[config.mk]
export PLATFORM = sky130hd
export DESIGN_NAME = morse_keying_encoder_flat
export DESIGN_NICKNAME = d
export VERILOG_FILES = /design/src/rtl/core/mke_pkg.sv /design/src/rtl/core/mke_channels.sv /design/src/rtl/core/mke_table.sv /design/src/rtl/core/mke_serializer.sv /design/src/rtl/core/morse_keying_encoder.sv /design/src/flat_wrapper.sv
export SDC_FILE = /design/constraint.sdc
export NUM_CORES = 1
export LEC_CHECK = 0
export ABC_AREA = 1
export ABC_CLOCK_PERIOD_IN_PS = 4870
export BUFFER_PORTS_ARGS = -buffer_cell sky130_fd_sc_hd__buf_2
export CELL_PAD_IN_SITES_DETAIL_PLACEMENT = 0
export CELL_PAD_IN_SITES_GLOBAL_PLACEMENT = 1
export CORE_MARGIN = 2
export CORE_UTILIZATION = 56
export CTS_BUF_LIST = sky130_fd_sc_hd__clkbuf_16
export DETAILED_ROUTE_END_ITERATION = 6
export HOLD_SLACK_MARGIN = 0.05
export PLACE_DENSITY_LB_ADDON = 0.1
export SETUP_SLACK_MARGIN = 0.3
export SLEW_MARGIN = 20
export SYNTH_ARGS = -nofsm -noshare
export SYNTH_HDL_FRONTEND = slang
export SYNTH_HIERARCHICAL = 1
export SYNTH_SLANG_ARGS = --single-unit
[constraint.sdc]
create_clock -name clk -period 4.87 [get_ports clk]
set_input_delay 0.2435 -clock clk [delete_from_list [all_inputs] [get_ports clk]]
set_output_delay 0.2435 -clock clk [all_outputs]
set_load 0.01 [all_outputs]
[src/rtl/core/mke_pkg.sv]
// mke_pkg: shared types, codes and constants of the morse keying encoder
// no dependencies; imported by the request channel interface and every core module
package mke_pkg;

	localparam int DEF_TABLE_ENTRIES = 128;
	localparam int DEF_MAX_SYMBOLS = 5;
	localparam int PATTERN_BITS = 5;
	localparam int COUNT_BITS = 3;
	localparam int CODE_BITS = 8;

	localparam logic CMD_LOAD = 1'b0;
	localparam logic CMD_ENCODE = 1'b1;

	localparam logic [CODE_BITS-1:0] CHAR_NEWLINE = 8'h0A;
	localparam logic [CODE_BITS-1:0] CHAR_SPACE = 8'h20;

	localparam logic [2:0] CLOSE_GAP = 3'd2;
	localparam logic [2:0] SPACE_GAP = 3'd4;

	localparam logic [1:0] DAH_LAST_PHASE = 2'd3;
	localparam logic [1:0] DIT_LAST_PHASE = 2'd1;

	typedef struct packed {
		logic [COUNT_BITS-1:0]   len;
		logic [PATTERN_BITS-1:0] pat;
	} mke_entry_t;

	typedef struct packed {
		logic                    line_break;
		logic [COUNT_BITS-1:0]   sym_count;
		logic [PATTERN_BITS-1:0] pattern;
		logic [2:0]              gap_count;
	} mke_start_t;

	typedef enum logic {
		ST_IDLE,
		ST_LOOKUP
	} mke_state_t;

endpackage

[src/rtl/core/mke_channels.sv]
// mke_channels: valid/ready channel interfaces for requests and keying units
// depends on mke_pkg for field widths
interface mke_req_if
	import mke_pkg::*;
	();
	logic                    valid;
	logic                    ready;
	logic                    cmd;
	logic [CODE_BITS-1:0]    char_code;
	logic [PATTERN_BITS-1:0] pattern;
	logic [COUNT_BITS-1:0]   pattern_len;

	modport source (output valid, input ready, output cmd, char_code, pattern, pattern_len);
	modport sink (input valid, output ready, input cmd, char_code, pattern, pattern_len);
endinterface

interface mke_unit_if;
	logic valid;
	logic ready;
	logic key_on;
	logic line_break;
	logic last_unit;

	modport source (output valid, input ready, output key_on, line_break, last_unit);
	modport sink (input valid, output ready, input key_on, line_break, last_unit);
endinterface

[src/rtl/core/mke_table.sv]
// mke_table: symbol table memory with per-entry valid bits, registered read
// depends on mke_pkg; entries never written read back as zero
module mke_table
	import mke_pkg::*;
#(
	parameter int ENTRIES = DEF_TABLE_ENTRIES
) (
	input  logic                       clk,
	input  logic                       arst_n,
	input  logic                       wr_en,
	input  logic [$clog2(ENTRIES)-1:0] wr_addr,
	input  mke_entry_t                 wr_data,
	input  logic                       rd_en,
	input  logic [$clog2(ENTRIES)-1:0] rd_addr,
	output mke_entry_t                 rd_data
);

	mke_entry_t         mem_q [ENTRIES];
	logic [ENTRIES-1:0] valid_q;
	mke_entry_t         rd_data_q;

	always_ff @(posedge clk or negedge arst_n) begin
		if (!arst_n) begin
			valid_q <= '0;
		end else if (wr_en) begin
			valid_q[wr_addr] <= 1'b1;
		end
	end

	always_ff @(posedge clk) begin
		if (wr_en) begin
			mem_q[wr_addr] <= wr_data;
		end
	end

	always_ff @(posedge clk) begin
		if (rd_en) begin
			rd_data_q <= valid_q[rd_addr] ? mem_q[rd_addr] : '0;
		end
	end

	assign rd_data = rd_data_q;

endmodule

[src/rtl/core/mke_serializer.sv]
// mke_serializer: shifts pattern bits out one keying unit per unstalled cycle
// depends on mke_pkg and mke_channels; output register decouples the receiver
module mke_serializer
	import mke_pkg::*;
(
	input  logic       clk,
	input  logic       arst_n,
	input  logic       start_valid,
	input  mke_start_t start,
	output logic       busy,
	mke_unit_if.source keying
);

	logic                    brk_pend_q;
	logic [COUNT_BITS-1:0]   sym_left_q;
	logic [PATTERN_BITS-1:0] pat_q;
	logic [1:0]              phase_q;
	logic [2:0]              gap_left_q;
	logic                    out_valid_q;
	logic                    out_key_q;
	logic                    out_brk_q;
	logic                    out_last_q;

	logic gen_active;
	logic advance;
	logic dah;
	logic sym_end;
	logic next_key;
	logic next_brk;
	logic next_last;

	assign gen_active = brk_pend_q | (sym_left_q != '0) | (gap_left_q != '0);
	assign busy = gen_active;
	assign advance = gen_active & (~out_valid_q | keying.ready);
	assign dah = pat_q[0];
	assign sym_end = dah ? (phase_q == DAH_LAST_PHASE) : (phase_q == DIT_LAST_PHASE);

	always_comb begin
		next_key = 1'b0;
		next_brk = 1'b0;
		next_last = 1'b0;
		if (brk_pend_q) begin
			next_brk = 1'b1;
			next_last = 1'b1;
		end else if (sym_left_q != '0) begin
			next_key = ~sym_end;
		end else begin
			next_last = (gap_left_q == 3'd1);
		end
	end

	always_ff @(posedge clk or negedge arst_n) begin
		if (!arst_n) begin
			brk_pend_q <= 1'b0;
			sym_left_q <= '0;
			phase_q <= '0;
			gap_left_q <= '0;
			out_valid_q <= 1'b0;
		end else begin
			if (start_valid) begin
				brk_pend_q <= start.line_break;
				sym_left_q <= start.sym_count;
				phase_q <= '0;
				gap_left_q <= start.gap_count;
			end else if (advance) begin
				if (brk_pend_q) begin
					brk_pend_q <= 1'b0;
				end else if (sym_left_q != '0) begin
					if (sym_end) begin
						phase_q <= '0;
						sym_left_q <= sym_left_q - 1'b1;
					end else begin
						phase_q <= phase_q + 1'b1;
					end
				end else begin
					gap_left_q <= gap_left_q - 1'b1;
				end
			end
			if (advance) begin
				out_valid_q <= 1'b1;
			end else if (keying.ready) begin
				out_valid_q <= 1'b0;
			end
		end
	end

	always_ff @(posedge clk) begin
		if (start_valid) begin
			pat_q <= start.pattern;
		end else if (advance && !brk_pend_q && sym_left_q != '0 && sym_end) begin
			pat_q <= pat_q >> 1;
		end
		if (advance) begin
			out_key_q <= next_key;
			out_brk_q <= next_brk;
			out_last_q <= next_last;
		end
	end

	assign keying.valid = out_valid_q;
	assign keying.key_on = out_key_q;
	assign keying.line_break = out_brk_q;
	assign keying.last_unit = out_last_q;

endmodule

[src/rtl/core/morse_keying_encoder.sv]
// morse_keying_encoder: top level, request decode, table lookup and keying output
// depends on mke_pkg, mke_channels, mke_table and mke_serializer
//
// usage:
// - request channel: cmd load writes pattern and pattern_len into the table
//   at char_code (ignored at or above the table size, length saturated);
//   cmd encode turns char_code into keying units
// - keying channel: one unit per transfer, key_on is the tone level,
//   line_break marks a newline, last_unit closes each character
// - an encode reads the table, loads the shifter from the registered read,
//   then sends one unit per cycle while the receiver is ready
// - a character gives 1 to 22 units; the single shifter sets the pace, as a
//   new request waits until the shifter has generated every unit
// - the next request is taken while the final unit still sits in the
//   output register
// - reset clears every table entry at once through per-entry valid bits;
//   no sweep follows reset
// - a stalled receiver holds the current unit and freezes the shifter
module morse_keying_encoder
	import mke_pkg::*;
#(
	parameter int TABLE_ENTRIES = DEF_TABLE_ENTRIES,
	parameter int MAX_SYMBOLS = DEF_MAX_SYMBOLS
) (
	input  logic      clk,
	input  logic      arst_n,
	mke_req_if.sink   request,
	mke_unit_if.source keying
);

	localparam int AddrBits = $clog2(TABLE_ENTRIES);
	localparam int LenCap = (MAX_SYMBOLS > PATTERN_BITS) ? PATTERN_BITS : MAX_SYMBOLS;

	mke_state_t state_q;
	mke_state_t state_d;

	logic                 ser_busy;
	logic                 accept;
	logic                 in_range;
	logic                 wr_en;
	logic                 rd_en;
	logic [AddrBits-1:0]  addr;
	mke_entry_t           wr_data;
	mke_entry_t           rd_data;
	logic [CODE_BITS-1:0] code_q;
	logic                 in_range_q;
	logic                 start_valid;
	mke_start_t           start;

	assign request.ready = (state_q == ST_IDLE) & ~ser_busy;
	assign accept = request.valid & request.ready;
	assign in_range = {1'b0, request.char_code} < (CODE_BITS + 1)'(TABLE_ENTRIES);
	assign addr = request.char_code[AddrBits-1:0];
	assign wr_en = accept & (request.cmd == CMD_LOAD) & in_range;
	assign rd_en = accept & (request.cmd == CMD_ENCODE);
	assign wr_data.pat = request.pattern;
	assign wr_data.len = (request.pattern_len > COUNT_BITS'(LenCap)) ?
		COUNT_BITS'(LenCap) : request.pattern_len;

	mke_table #(
		.ENTRIES(TABLE_ENTRIES)
	) u_table (
		.clk     (clk),
		.arst_n  (arst_n),
		.wr_en   (wr_en),
		.wr_addr (addr),
		.wr_data (wr_data),
		.rd_en   (rd_en),
		.rd_addr (addr),
		.rd_data (rd_data)
	);

	always_ff @(posedge clk) begin
		if (rd_en) begin
			code_q <= request.char_code;
			in_range_q <= in_range;
		end
	end

	always_ff @(posedge clk or negedge arst_n) begin
		if (!arst_n) begin
			state_q <= ST_IDLE;
		end else begin
			state_q <= state_d;
		end
	end

	always_comb begin
		state_d = state_q;
		start_valid = 1'b0;
		start = '0;
		unique case (state_q)
			ST_IDLE: begin
				if (rd_en) begin
					state_d = ST_LOOKUP;
				end
			end
			ST_LOOKUP: begin
				start_valid = 1'b1;
				state_d = ST_IDLE;
				if (code_q == CHAR_NEWLINE) begin
					start.line_break = 1'b1;
				end else if (code_q == CHAR_SPACE) begin
					start.gap_count = SPACE_GAP;
				end else begin
					start.gap_count = CLOSE_GAP;
					if (in_range_q) begin
						start.sym_count = rd_data.len;
						start.pattern = rd_data.pat;
					end
				end
			end
			default: begin
				state_d = ST_IDLE;
			end
		endcase
	end

	mke_serializer u_serializer (
		.clk         (clk),
		.arst_n      (arst_n),
		.start_valid (start_valid),
		.start       (start),
		.busy        (ser_busy),
		.keying      (keying)
	);

endmodule

[src/flat_wrapper.sv]
// flat-port wrapper written by rule: the top's interface ports become plain ports
module morse_keying_encoder_flat import mke_pkg::*;
#(
	parameter int TABLE_ENTRIES = DEF_TABLE_ENTRIES,
	parameter int MAX_SYMBOLS = DEF_MAX_SYMBOLS
)
  (clk, arst_n, request_valid, request_ready, request_cmd, request_char_code, request_pattern, request_pattern_len, keying_valid, keying_ready, keying_key_on, keying_line_break, keying_last_unit);
  mke_req_if request_i ();
  mke_unit_if keying_i ();
  input  logic clk;
  input  logic arst_n;
  input wire logic [$bits(request_i.valid)-1:0] request_valid;
  output wire logic [$bits(request_i.ready)-1:0] request_ready;
  input wire logic [$bits(request_i.cmd)-1:0] request_cmd;
  input wire logic [$bits(request_i.char_code)-1:0] request_char_code;
  input wire logic [$bits(request_i.pattern)-1:0] request_pattern;
  input wire logic [$bits(request_i.pattern_len)-1:0] request_pattern_len;
  output wire logic [$bits(keying_i.valid)-1:0] keying_valid;
  input wire logic [$bits(keying_i.ready)-1:0] keying_ready;
  output wire logic [$bits(keying_i.key_on)-1:0] keying_key_on;
  output wire logic [$bits(keying_i.line_break)-1:0] keying_line_break;
  output wire logic [$bits(keying_i.last_unit)-1:0] keying_last_unit;
  assign request_i.valid = request_valid;
  assign request_ready = request_i.ready;
  assign request_i.cmd = request_cmd;
  assign request_i.char_code = request_char_code;
  assign request_i.pattern = request_pattern;
  assign request_i.pattern_len = request_pattern_len;
  assign keying_valid = keying_i.valid;
  assign keying_i.ready = keying_ready;
  assign keying_key_on = keying_i.key_on;
  assign keying_line_break = keying_i.line_break;
  assign keying_last_unit = keying_i.last_unit;
  morse_keying_encoder #(.TABLE_ENTRIES(TABLE_ENTRIES), .MAX_SYMBOLS(MAX_SYMBOLS)) u_core (.clk(clk), .arst_n(arst_n), .request(request_i), .keying(keying_i));
endmodule
==> results of run 1 <==
[cell usage after synthesis (all sizes together)]
library cell / n
a21o: 1
a21oi: 5
buf: 217
clkbuf: 45
clkinv: 4
conb: 1
dfrtp: 139
edfxtp: 1049
ha: 5
inv: 54
nand2: 1516
nand3: 1007
nand4: 2
nor2: 162
nor3: 9
o21ai: 15
o31ai: 1
or2: 127
xnor2: 1
[layer usage]
| layer | vias to the layer above | GRT usage (%) | share of wire (%) |
|---|---|---|---|
| met3 | 191 | 3.53 | 7.1 |
| met5 | - | 0 | 0 |
| met4 | 0 | 7.98 | 2.4 |
| met2 | 1211 | 45.6 | 47 |
| li1 | 15000 | - | - |
| met1 | 15800 | 43.1 | 44 |
[cell usage in the layout (no fill, tap or decap), drive strengths merged]
master	synthesis	routed
clkbuf	45	126
clkinv	4	64
a21o	1	1
a21oi	5	5
nand4	2	2
nand2	1516	1516
nor2	162	162
dlygate4sd3	0	9
conb	1	1
nand3	1007	1007
buf	217	89
dfrtp	139	139
ha	5	5
nor3	9	9
clkinvlp	0	4
o31ai	1	1
o21ai	15	15
edfxtp	1049	1049
or2	127	127
inv	54	92
bufinv	0	4
xnor2	1	1
[kinds of logic (layout without fill, tap and decap cells)]
logic type	count (synthesis)	after routing	share of synthesized area (%)
AND/OR/NAND/NOR	2823	2823	24.9
buffers and inverters	320	388	3.48
XOR/XNOR	1	1	0.0178
AO/OA/AOI/OAI	22	22	0.234
adder cells (fa/ha/maj)	5	5	0.127
other	1	1	0.00763
flip-flops	1188	1188	71.2
[power by group through the flow]
stage / combinational (mW) / sequential [mW] / clock (mW)
floorplan: 0.986 / 11.5 / 0
global placement: 1.57 / 11.5 / 0
detailed placement: 1.57 / 11.5 / 0
CTS: 1.58 / 11.3 / 8.71
global route: 1.74 / 11.3 / 9.11
finish: 1.58 / 11.3 / 8.59
[path summary, 6_finish.rpt]
path                                                               to  depth (start not counted)
max in group asynchronous                  u_core/u_table/valid_q[53]                          3
worst min register to register  u_core/u_serializer/keying.line_break                          0
worst min-delay path                       u_core/u_table/mem_q[4][1]                          1
min in group asynchronous           u_core/u_serializer/gap_left_q[2]                          2
worst max register to register            u_core/u_table/mem_q[72][6]                         11
worst max-delay path                      u_core/u_table/mem_q[72][6]                         11
[flip-flops by register name, summed over array words and instances (netlist names)]
register                               cells
u_core/u_table/mem_q                    1024
u_core/u_table/valid_q                   128
u_core/code_q                              8
u_core/u_table/rd_data                     8
u_core/u_serializer/pat_q                  5
u_core/u_serializer/gap_left_q             3
u_core/u_serializer/sym_left_q             3
u_core/u_serializer/phase_q                2
u_core/in_range_q                          1
u_core/state_q                             1
u_core/u_serializer/brk_pend_q             1
u_core/u_serializer/keying.key_on          1
u_core/u_serializer/keying.last_unit       1
u_core/u_serializer/keying.line_break      1
u_core/u_serializer/keying.valid           1
[critical path, delay by kind of cell (launching register included)]
kind                       cells  cell delay [ns]
and+or+nand+nor                7             2.05
adders and majority gates      1             0.20
DFF                            1             0.39
buffers and inverters          3             0.42
[area by class of cell]
type / count / area (µm²)
clock buffers: 125 / 3130
clock inverters: 106 / 559
fillers: 6963 / 33200
inverters: 58 / 244
multi-input cells: 2852 / 12500
flip-flops and latches: 1188 / 35000
well taps: 1155 / 1450
repair buffers: 99 / 901
[what timing repair did]
| action | in CTS | in global routing |
|---|---|---|
| setup endpoints to repair | 0 | 0 |
| hold buffers | 9 | 0 |
| endpoints found under the hold margin | 96 | 0 |
[through the flow]
| step | setup WS (ns) | instances | cell area (µm²) | power (mW) |
|---|---|---|---|---|
| after global placement | 1.39 | 5342 | 49900 | 13.0 |
| after CTS | 1.41 | 5582 | 53700 | 21.6 |
| after global routing | 1.24 | 5583 | 53700 | 22.1 |
| after detailed placement | 1.42 | 5342 | 49900 | 13.0 |
| after floorplan | 0.807 | 4360 | 49100 | 12.4 |
| final | 1.42 | 5583 | 53700 | 21.4 |
==> impl_metrics.toml, run 1 <==
[timing]
holdWs_ns = 0.0774
setup_tns_ns = 0
drv_slew = 0
max_slew_margin_pct = 16.6
finalHoldViolCount = 0
finalSetupViolations = 0
tightest_slew_ns = 1.25
fmax_mhz = 290
grt_setup_unrepaired = "false"
post-route-period-util_pct = 70.8
min_period_ns = 3.45
finClkSkew_ns = 0.0326

[die]
fp.dieArea_mm2 = 0.0901
coreArea_mm2 = 0.0869
start_util_pct = 56.5
die_h_um = 300
pin_count = 26
die_x_um = 300
rows = 108

[clock_tree]
clock_latency_ns = 0.70
htree_levels = 3
cts.sinks = 1188
cts_root_buf = "clkbuf_16"
cts_resized = 0
cts_buffer_depth = 3
path_clk_slew_ns = 0.06
cts_tree = "yes"
numCtsBuffers = 121
postCtsSetupBuffers = 0

[grt]
track_usage_pct = 29.0
overflow = 0
grt_max_degree = 201
grt_pass1_wl_mm = 194
antenna_found_initial = 0
grt_pass1_vias = 30300

[critical_path]
crit_type = "register to register"
cp-startpoint = "u_core/u_serializer/sym_left_q[0]"
endpoint_kind = "register"
r2r_start = "u_core/u_serializer/sym_left_q[0]"
cpPeakStageDelay_ns = 0.93
required_ns = 5.18
start_kind = "register"
rrSetupSlack_ns = 1.42
worstPathCellList = "inv_1 -> ha_1 -> nand2_4 -> inv_1 -> nand4_1 -> nor2_1 -> nand2_1 -> nor3_2 -> buf_4 -> nand3_1 -> nor2_1"
cp.arrival_ns = 3.75
crit_slowest_cell = "nor2_1"
crit_fanout = 12

[power]
combPwrFrac_pct = 7.4
peakVddDrop_mv = 0.316
swShare_pct = 23.3
clockPowerShare_pct = 40.1
p_int_mw = 16.4
powerDensity_mw_per_mm2 = 399
seqPwrFrac_pct = 52.5
switching_power_mw = 5.00
leakage_nw = 20.6

[logic_synthesis]
synth_seq_cells = 1188
ys_types = 29
synth_top_area_share_pct = 64.1
synthCells = 4360
yosysTopAreaCell = "edfxtp_1"
syn_area_mm2 = 0.0491
synth_fp_nets = 4386
yosys-top-cells-area = "edfxtp_1 64%, nand2_1 12%, nand3_1 10%, dfrtp_1 7.1%, or2_2 1.6%"
ys.warnings.count = 6
yosysSeqAreaShare_pct = 71.2
syn_area_per_cell_um2 = 11.3

[route]
drt_iter0_drc = 3286
firstDrtPassIters = 5
drt-total-wl_mm = 130
ant_nets = 0
viasPerCell = 5.76
vias = 32200
drc_errors = 0
route.detailed.wl_per_inst_um = 23.3

[cells_and_area]
area_delta_synth_final_pct = 9.34
final_core_utilization_pct = 61.8
nets = 4346
drive_gt1_share_pct = 8.83
diodes = 0

[worst_hold_path]
min_path_type = "primary input to register"
hold_path.startpoint = "request_pattern[1]"

[placement]
numPortBuffers = 25
dp_hpwl_mm = 73.6
place_congestion = 0.876

[job]
max-cap-violations = 0

[status]
status = "finished, final reports clean"
Power figures use the tool's default switching activity.
==> run 2: changes to the inputs <==
ABC_CLOCK_PERIOD_IN_PS = 3300   (was 4870)
CORE_UTILIZATION = 52   (was 56)
clock period = 3.3 ns   (was 4.87 ns; I/O delays follow)
==> run 2 against run 1 <==
  * Largest cell class unchanged
  * Critical endpoint is now u_core/u_table/mem_q[112][1]
  * Register-to-register slack worse by 1.1 ns
  * Largest power group unchanged
  * Highest routed layer is now met5
  * Via count is 2.1% higher
  * Hold slack worse by 0.0091 ns
  * Cell count is 4.4% higher
==> impl_metrics.toml, run 2 (synthesis gave the netlist of run 1 again) <==
[clock_tree]
cts_root_buf = "clkbuf_16"
htree_levels = 4
cts_buffer_depth = 3
numCtsBuffers = 132
path_clk_slew_ns = 0.05
clock_latency_ns = 0.75
cts_tree = "yes"
cts.sinks = 1188
postCtsSetupBuffers = 0

[timing]
grt_setup_unrepaired = "true"
finalHoldViolCount = 0
finalSetupViolations = 0
finClkSkew_ns = 0.0295
fmax_mhz = 340
post-route-period-util_pct = 89.2
setup_tns_ns = 0
drv_slew = 0
tightest_slew_ns = 0.932
max_slew_margin_pct = 37.9
fin_ws_ns = 0.355
min_period_ns = 2.94
holdWs_ns = 0.0683

[grt]
grt_pass1_vias = 31800
track_usage_pct = 28.0
overflow = 0
grt_pass1_wl_mm = 202
grt_max_degree = 129
antenna_found_initial = 1

[route]
vias = 32900
drt_iter0_drc = 3850
route.detailed.wl_per_inst_um = 23.2
drt-total-wl_mm = 135
viasPerCell = 5.64
drc_errors = 0
firstDrtPassIters = 6
ant_nets = 0

[die]
start_util_pct = 52.6
rows = 112
die_x_um = 311
pin_count = 26
die_h_um = 311
fp.dieArea_mm2 = 0.0969
coreArea_mm2 = 0.0935

[power]
power.total_mw = 33.0
peakVddDrop_mv = 0.517
seqPwrFrac_pct = 50.4
leakage_nw = 21.6
p_int_mw = 25.3
clockPowerShare_pct = 42.1
swShare_pct = 23.3
switching_power_mw = 7.67
powerDensity_mw_per_mm2 = 593
combPwrFrac_pct = 7.5

[critical_path]
crit_slowest_cell = "nor2_1"
endpoint_kind = "register"
cp.arrival_ns = 3.30
crit_type = "register to register"
rr_worst_depth = 12
start_kind = "register"
required_ns = 3.66
crit_fanout = 15
cpPeakStageDelay_ns = 0.60
worstPathCellList = "inv_1 -> ha_1 -> nand2_4 -> inv_1 -> nand4_1 -> nor2_1 -> nand2_1 -> nor3_2 -> buf_4 -> nand2_1 -> buf_4 -> nor2_1"

[placement]
dp_hpwl_mm = 80.3
dp_slack_ns = 0.307
placed_area_mm2 = 0.0513
dp_cells = 5568
numPortBuffers = 25
place_congestion = 0.859

[cells_and_area]
largest_reg_flops = 1024
final_core_utilization_pct = 59.5
seq_area_mm2 = 0.0350
drive_gt1_share_pct = 12.4
area_delta_synth_final_pct = 13.2
multi_input_area_mm2 = 0.0125
nets = 4489
n_fill_cell = 7681
diodes = 0
final_cell_mix = "1510 x nand2_1, 1049 x edfxtp_1, 1006 x nand3_1"
regMostFlops = "u_core/u_table/mem_q"
final_common_cell = "nand2_1"
instances_no_fill = 5826
final_area_mm2 = 0.0556
top_regs = "u_core/u_table/mem_q: 1024 flops, u_core/u_table/valid_q: 128 flops"

[worst_hold_path]
holdPathStages = 1
min_path_type = "primary input to register"

[status]
status = "finished, final reports clean"

[job]
max-cap-violations = 0
run 2: power by group through the flow:
stage | logic, mW | clock network, mW | registers [mW]
after global routing | 2.71 | 14.7 | 16.6
after CTS | 2.46 | 14.1 | 16.6
after global placement | 2.43 | 0 | 16.9
after detailed placement | 2.44 | 0 | 16.9
after floorplan | 1.46 | 0 | 16.9
final | 2.47 | 13.9 | 16.6
run 2: final timing paths:
check                                                         end                               from  slack [ns]
worst max register to register       u_core/u_table/mem_q[112][1]  u_core/u_serializer/sym_left_q[0]        0.36
worst min register to register         u_core/u_table/valid_q[96]         u_core/u_table/valid_q[96]        0.46
min in group asynchronous             u_core/u_table/valid_q[110]                             arst_n        0.57
worst max-delay path                 u_core/u_table/mem_q[112][1]  u_core/u_serializer/sym_left_q[0]        0.36
worst min-delay path                   u_core/u_table/mem_q[0][7]             request_pattern_len[2]        0.07
max in group asynchronous       u_core/u_serializer/gap_left_q[1]                             arst_n        1.05
run 2: area by class of cell:
| class | instances | share of cell area (%) |
|---|---|---|
| flip-flops and latches | 1188 | 62.9 |
| multi-input cells | 2852 | 22.5 |
| clock buffers | 136 | 6.12 |
| repair buffers | 231 | 3.89 |
| well taps | 1254 | 2.82 |
| clock inverters | 107 | 1.29 |
| inverters | 58 | 0.443 |
run 2: per-layer routing:
layer	share of wire, %	wire (µm)	track usage, %	vias up
met3	8.0	10700	5.61	198
met1	44	59500	41.1	16200
met5	0.0089	12	0	-
met2	45	61300	42.5	1223
met4	2.5	3390	8.54	2
li1	-	-	-	15300
run 2: worst max-delay path: cells and delay by family, from the launching register on:
kind          cells  cell delay, ns
simple gates      7            1.29
buf+inv           4            0.69
flops             1            0.39
fa+ha+maj         1            0.19
run 2: repair_timing:
| item | in CTS | in global routing |
|---|---|---|
| resized for setup | 1 | 31 |
| hold buffers | 15 | 0 |
| cloned | 0 | 0 |
| hold endpoints to repair | 267 | 0 |
| setup endpoints to repair | 2 | 389 |
